`src/rtl/mccd_pkg.sv`:
```
// ----------------------------------------------------------------------------
// mccd_pkg
// Shared widths, register indexes, reset values and types of the coin change
// block.
// ----------------------------------------------------------------------------
`default_nettype none

package mccd_pkg;

	localparam int NSLOT      = 6;
	localparam int SLOT_W     = 3;
	localparam int COIN_W     = 10;
	localparam int CNT_W      = 10;
	localparam int AMT_W      = 10;
	localparam int MEM_W      = CNT_W + COIN_W;
	localparam int CFG_IDX_W  = 3;
	localparam int CFG_DATA_W = 10;

	localparam logic [SLOT_W-1:0] MAX_COINS = 3'd6;

	localparam logic [CFG_IDX_W-1:0] REG_COIN_COUNT = 3'd0;
	localparam logic [CFG_IDX_W-1:0] REG_COIN_0     = 3'd1;

	typedef logic [COIN_W-1:0] coin_t;
	typedef logic [NSLOT-1:0][COIN_W-1:0] coin_arr_t;
	typedef logic [NSLOT-1:0][CNT_W-1:0] cnt_arr_t;

	localparam logic [SLOT_W-1:0] COIN_COUNT_RST = 3'd4;
	localparam coin_arr_t COIN_RST = {10'd100, 10'd50, 10'd25, 10'd10, 10'd5, 10'd1};
	localparam coin_t COIN_ONE = 10'd1;

	typedef struct packed {
		logic [SLOT_W-1:0] coin_count;
		coin_arr_t         coin;
	} cfg_t;

	typedef struct packed {
		logic idle;
		logic done;
	} eng_stat_t;

	typedef struct packed {
		cnt_arr_t count;
		logic     too_large;
	} res_t;

endpackage

`default_nettype wire

```
`src/rtl/mccd_cfg_regs.sv`:
```
// ----------------------------------------------------------------------------
// mccd_cfg_regs
// Coin slot count and coin values, written through the configuration port.
// ----------------------------------------------------------------------------
`default_nettype none

module mccd_cfg_regs (
	input  logic                            clk,
	input  logic                            arst_n,
	input  logic                            cfg_we,
	input  logic [mccd_pkg::CFG_IDX_W-1:0]  cfg_idx,
	input  logic [mccd_pkg::CFG_DATA_W-1:0] cfg_data,
	output mccd_pkg::cfg_t                  cfg
);
	import mccd_pkg::*;

	cfg_t cfg_q;

	always_ff @(posedge clk or negedge arst_n) begin
		if (!arst_n) begin
			cfg_q.coin_count <= COIN_COUNT_RST;
			cfg_q.coin       <= COIN_RST;
		end else if (cfg_we) begin
			if (cfg_idx == REG_COIN_COUNT) begin
				cfg_q.coin_count <= cfg_data[SLOT_W-1:0];
			end
			for (int j = 0; j < NSLOT; j++) begin
				if (cfg_idx == REG_COIN_0 + CFG_IDX_W'(j)) begin
					cfg_q.coin[j] <= COIN_W'(cfg_data);
				end
			end
		end
	end

	assign cfg = cfg_q;

endmodule

`default_nettype wire

```
`config.mk`:
```
export PLATFORM = sky130hd
export DESIGN_NAME = mccd_cfg_regs
export DESIGN_NICKNAME = d
export VERILOG_FILES = /design/src/rtl/mccd_pkg.sv /design/src/rtl/mccd_cfg_regs.sv
export SDC_FILE = /design/constraint.sdc
export NUM_CORES = 1
export LEC_CHECK = 0
export BUFFER_PORTS_ARGS = -buffer_cell sky130_fd_sc_hd__buf_4
export CAP_MARGIN = 30
export CORE_ASPECT_RATIO = 0.9
export CORE_MARGIN = 1
export CORE_UTILIZATION = 40
export DETAILED_ROUTE_END_ITERATION = 8
export GPL_TIMING_DRIVEN = 0
export PLACE_DENSITY = 0.7
export SETUP_SLACK_MARGIN = 0.05
export SLEW_MARGIN = 20
export SYNTH_ARGS = -nofsm -noshare
export SYNTH_HDL_FRONTEND = slang
export SYNTH_SLANG_ARGS = --single-unit
```
`constraint.sdc`:
```
create_clock -name clk -period 1.21 [get_ports clk]
set_input_delay 0.0605 -clock clk [delete_from_list [all_inputs] [get_ports clk]]
set_output_delay 0.0605 -clock clk [all_outputs]
set_load 0.05 [all_outputs]
```
==> run_results.csv, run 1 <==
group,metric,value,unit
outcome,status,"finished, violations left",
outcome,violations,"design-rule violations",
drt,vias,1489,
synth,synth_seq_cells,63,
placement,dp_hpwl,3.61,mm
hold_path,min_from,"cfg_data[7]",
power_and_ir_drop,powerDensity,2450,nW/µm²
clock_tree,insertion_delay,0.33,ns
sta,rsz0062_at_grt,"no",
drt,drc_errors,16,
placement,place_ws,-0.0194,ns
sta,post-route-period-util,92.8,%
synth,synthesis.area,2410,µm²
critical_path,worstSetupPathType,"flop to primary output",
hold_path,hold_path_end,"cfg[27]",
cells_and_area,regArea,1600,µm²
drt,wl_per_cell,17.1,µm
cells_and_area,largest_reg_flops,63,
grt,grt_pass1_vias,1428,
synth,synth_cells,139,
placement,gp_congestion,0.673,
grt,use_met3,4.55,%
cells_and_area,area.growth.synth_to_final,39.8,%
drt,first_pass_iters,6,
drt,ant_nets,0,
drt,viasPerCell,4.87,
floorplan,fp.dieW,83.9,µm
power_and_ir_drop,peakVddDrop,0.911,mV
critical_path,cp_data_required_time,1.15,ns
grt,use_met1,24.6,%
power_and_ir_drop,pwr-share-comb,37.7,%
floorplan,io_pins,79,
critical_path,critPathTopFamily,"flip-flops",
floorplan,core-area,5760,µm²
critical_path,r2r_start,"cfg[53]",
clock_tree,root_buffer,"clkbuf_8",
synth,ys_seq_area_share,66.1,%
sta,period_minus_slack,1.12,ns
power_and_ir_drop,finalPower,8.26,mW
cells_and_area,fin_util,58.6,%
sta,max-slew-margin-rel,48.4,%
placement,dp_cells,287,
placement,io_buffers,78,
power_and_ir_drop,p_clk_share,27.2,%
cells_and_area,nNetsFinal,247,
sta,setup-tns-final,0,ns
sta,hold_viol,0,
floorplan,dieArea,6350,µm²
grt,grt_pass1_wl,8.16,mm
synth,synth_cell_types,8,
sta,timing.fmax,891,MHz
clock_tree,clk_pin_slew,0.07,ns
critical_path,path_buf_inv,1,
critical_path,slowest_stage,"dfstp_2",
cells_and_area,fillers,468,
cells_and_area,multiInputGateArea,781,µm²
grt,grt_max_degree,64,
critical_path,crit_path_start,"cfg[34]",
critical_path,r2r_cells,1,
run,max_cap_viol_count,0,
drt,dr.first_iter.drc_count,74,
grt,grtUsageMet2,26.3,%
critical_path,critPathMaxStageDelay,0.54,ns
drt,wirelength,5.24,mm
grt,grt_antenna_before_repair,0,
power_and_ir_drop,p_switching,3.13,mW
cells_and_area,antenna_cells,0,
power_and_ir_drop,p_int,5.13,mW
critical_path,cp_max_fo,2,
sta,drv_slew,0,
sta,skew,0,ns
critical_path,cp-end-kind,"primary output",
cells_and_area,final_cell_count_no_fill,306,
cells_and_area,drive_gt1_share,75.0,%
clock_tree,cts_tree,"built",
grt,grt-busiest-layer,"met2",
floorplan,initial_core_util,41.9,%
critical_path,reg2reg_slack,0.44,ns
synth,yosysWarnings,0,
critical_path,regToRegEndpoint,"cfg[53]",
cells_and_area,final_common_cell,"buf_4",
hold_path,hold_depth,2,
power_and_ir_drop,seq_power_share,35.1,%
floorplan,die_y,75.7,µm
critical_path,crit_arrival,1.06,ns
sta,setup_viol,0,
clock_tree,numCtsBuffers,9,
clock_tree,cts_num_sinks,63,
synth,syn_nets,155,
critical_path,cp-start-kind,"flop",
cells_and_area,layout_common_cells,"79 x buf_4, 63 x mux2_2, 48 x dfrtp_1",
hold_path,min_path_type,"primary input to flop",
sta,tightest_slew,0.774,ns
power_and_ir_drop,p_leak,1.55,nW
clock_tree,h-tree-depth,3,
critical_path,crit_chain,"buf_4",
grt,grt-ovfl-total,0,
clock_tree,clk_path_buf_depth,2,
clock_tree,post-cts-setup-buffer-count,0,
floorplan,num_rows,26,
synth,avgSynthCellArea,17.4,µm²
grt,grt_use_total,17.9,%
sta,finalWorstSetupSlack,0.0876,ns
power_and_ir_drop,sw_frac_of_total,37.8,%
## through the flow
step           instance area (µm²)  hold WS (ns)
5_1_grt                       3370       0.00141
6_report                      3370        0.0156
3_5_place_dp                  3090         0.192
3_3_place_gp                  3090         0.192
2_1_floorplan                 2410        -0.235
4_1_cts                       3370       0.00188
## logic make-up (layout without fill, tap and decap cells)
family        Yosys count  count (layout)  share of synthesized area, %
simple gates            7               7                          2.95
flops                  63              63                          66.1
mux                    63              63                          29.4
buf+inv                 6             103                          1.55
## worst max path at each step
stage,to,slack [ns],depth (start not counted)
final,cfg[34],0.09,1
after global routing,cfg[52],0.05,1
after CTS,cfg[34],0.07,1
after detailed placement,cfg[35],-0.02,4
after global placement,cfg[6],0.01,4
after floorplan,cfg[20],0.22,1
## cell usage after synthesis
cell      count  area share, %
mux2_2       63             29
dfrtp_1      48             50
dfstp_2      15             16
buf_2         3           0.62
buf_4         3           0.93
nand4b_1      3            1.1
nor4bb_1      3            1.2
nor4b_2       1           0.62
## cell type report
cell class,instances,share of cell area [%]
multi-input cells,70,23.1
clock inverters,3,2.67
well taps,70,2.60
flip-flops and latches,63,47.3
repair buffers,81,18.5
clock buffers,13,4.71
plain buffers,6,1.11
## layer usage
metal	part of all wire [%]	vias up
li1	-	692
met1	46	751
met2	48	38
met3	4.3	8
met4	1.7	0
met5	0	-
## power by group through the flow
stage | logic, mW | clock network [mW] | registers [mW]
after floorplan | 0.445 | 0 | 4.58
after global placement | 3.08 | 0 | 2.92
after detailed placement | 3.12 | 0 | 2.94
after CTS | 3.13 | 2.29 | 2.90
after global routing | 3.22 | 2.40 | 2.96
final | 3.11 | 2.25 | 2.90
## timing repair
item,in CTS,in global routing
endpoints found under the setup margin,0,2
hold buffers,3,0
endpoints found under the hold margin,53,0
resized for setup,0,2
Power figures use the tool's default switching activity.
==> inputs of run 2 (changes only) <==
--- a/config.mk
+++ b/config.mk
@@ -5,7 +5,7 @@
 export SDC_FILE = /design/constraint.sdc
 export NUM_CORES = 1
 export LEC_CHECK = 0
-export BUFFER_PORTS_ARGS = -buffer_cell sky130_fd_sc_hd__buf_4
+export BUFFER_PORTS_ARGS = -buffer_cell sky130_fd_sc_hd__clkbuf_2
 export CAP_MARGIN = 30
 export CORE_ASPECT_RATIO = 0.9
 export CORE_MARGIN = 1
==> run 2 against run 1 <==
  * The flow still finishes with violations (design-rule violations)
  * Critical path depth unchanged
  * Via count up 0.40%
  * Register-to-register slack about the same
  * Clock power down 31%
==> run_results.csv, run 2 (synthesis gave the netlist of run 1 again) <==
group,metric,value,unit
outcome,status,"finished, violations left",
outcome,violations,"design-rule violations",
sta,timing.fmax,881,MHz
clock_tree,clk_path_buf_depth,2,
placement,place_area,2910,µm²
critical_path,crit_arrival,1.08,ns
grt,grt_antenna_before_repair,0,
critical_path,worstSetupPathType,"flop to primary output",
drt,dr.first_iter.drc_count,70,
floorplan,dieArea,6350,µm²
hold_path,min_from,"cfg_data[9]",
sta,tightest_slew,0.408,ns
cells_and_area,antenna_cells,0,
clock_tree,root_buffer,"clkbuf_8",
floorplan,io_pins,79,
drt,viasPerCell,4.90,
floorplan,num_rows,26,
clock_tree,cts_tree,"built",
drt,wirelength,4.94,mm
clock_tree,post-cts-setup-buffer-count,0,
clock_tree,h-tree-depth,3,
power_and_ir_drop,powerDensity,2320,nW/µm²
power_and_ir_drop,finalPower,7.35,mW
grt,grt_pass1_vias,1379,
drt,ant_nets,0,
drt,drc_errors,16,
sta,setup_viol,0,
cells_and_area,largest_reg_flops,63,
grt,grt-ovfl-total,0,
floorplan,initial_core_util,41.9,%
critical_path,cp_data_required_time,1.15,ns
cells_and_area,regArea,1600,µm²
critical_path,r2r_start,"cfg[57]",
drt,first_pass_iters,6,
sta,hold_viol,0,
floorplan,fp.dieW,83.9,µm
cells_and_area,area.growth.synth_to_final,31.2,%
critical_path,crit_path_start,"cfg[56]",
run,max_cap_viol_count,0,
drt,vias,1495,
clock_tree,insertion_delay,0.33,ns
cells_and_area,drive_gt1_share,75.7,%
critical_path,slowest_stage,"dfstp_2",
clock_tree,numCtsBuffers,9,
cells_and_area,multiInputGateArea,781,µm²
sta,rsz0062_at_grt,"yes",
placement,dp_hpwl,3.49,mm
cells_and_area,layout_common_cells,"63 x mux2_2, 62 x clkbuf_2, 48 x dfrtp_1",
power_and_ir_drop,p_leak,1.48,nW
grt,grt_pass1_wl,7.73,mm
cells_and_area,final_cell_count_no_fill,305,
placement,dp_cells,288,
critical_path,cp_max_fo,2,
drt,wl_per_cell,16.2,µm
placement,gp_congestion,0.663,
cells_and_area,final_common_cell,"mux2_2",
sta,max-slew-margin-rel,72.8,%
clock_tree,cts_num_sinks,63,
critical_path,crit_chain,"buf_4",
sta,period_minus_slack,1.14,ns
cells_and_area,fin_area,3170,µm²
sta,skew,0,ns
critical_path,cp-end-kind,"primary output",
critical_path,cp-start-kind,"flop",
cells_and_area,nNetsFinal,246,
sta,drv_slew,0,
grt,grt_max_degree,38,
power_and_ir_drop,peakVddDrop,0.643,mV
critical_path,critPathMaxStageDelay,0.54,ns
hold_path,min_path_type,"primary input to flop",
critical_path,path_buf_inv,1,
clock_tree,clk_pin_slew,0.07,ns
floorplan,core-area,5760,µm²
cells_and_area,fillers,493,
critical_path,reg2reg_slack,0.43,ns
sta,holdWs,0.0291,ns
sta,post-route-period-util,93.8,%
floorplan,die_y,75.7,µm
grt,grt_use_total,16.9,%
sta,setup-tns-final,0,ns
critical_path,critPathTopFamily,"flip-flops",
placement,io_buffers,78,
run 2: cell types whose count changed in the layout (fill, tap and decap cells not counted), sizes merged:
cell and delta:
clkbuf +68, clkinv +3, bufinv -3, clkinvlp +1, dlygate4sd3 -2, buf -68
run 2: report_power, final:
group	internal, mW	switching (mW)	total, mW
registers	2.65	0.235	2.89
logic	0.795	2.11	2.90
clock network	0.789	0.766	1.56
run 2: area by class of cell:
cell class / instances / share of cell area [%]
timing repair buffer: 80 / 15.7
sequential: 63 / 50.4
tap: 70 / 2.77
multi-input combinational: 70 / 24.7
clock inverter: 4 / 0.711
buffer: 6 / 1.19
clock buffer: 12 / 4.58
run 2: path summary, 6_finish.rpt:
path	endpoint	depth (start not counted)
max	cfg[56]	1
min	cfg[9]	2
max in group asynchronous	cfg[12]	3
min in group asynchronous	cfg[29]	2
min reg2reg	cfg[7]	1
max reg2reg	cfg[57]	1
run 2: metrics by stage:
stage / setup WS (ns) / utilization, %
finish: 0.0744 / 55.0
global route: 0.0336 / 55.0
CTS: 0.0353 / 55.0
detailed placement: -0.0227 / 50.6
global placement: -0.259 / 50.2
floorplan: 0.220 / -
run 2: repair_timing:
action,4_1_cts,5_1_grt
gates resized for setup,21,9
endpoints found under the hold margin,26,0
hold buffers,1,0
endpoints found under the setup margin,15,9
run 2: layer usage:
layer	routed length [µm]	share of wire (%)	track usage, %	vias up
met5	0	0	0	-
met4	133	2.7	9.77	0
met3	214	4.3	5.20	14
met2	2260	46	24.2	42
met1	2330	47	23.1	749
li1	-	-	-	690
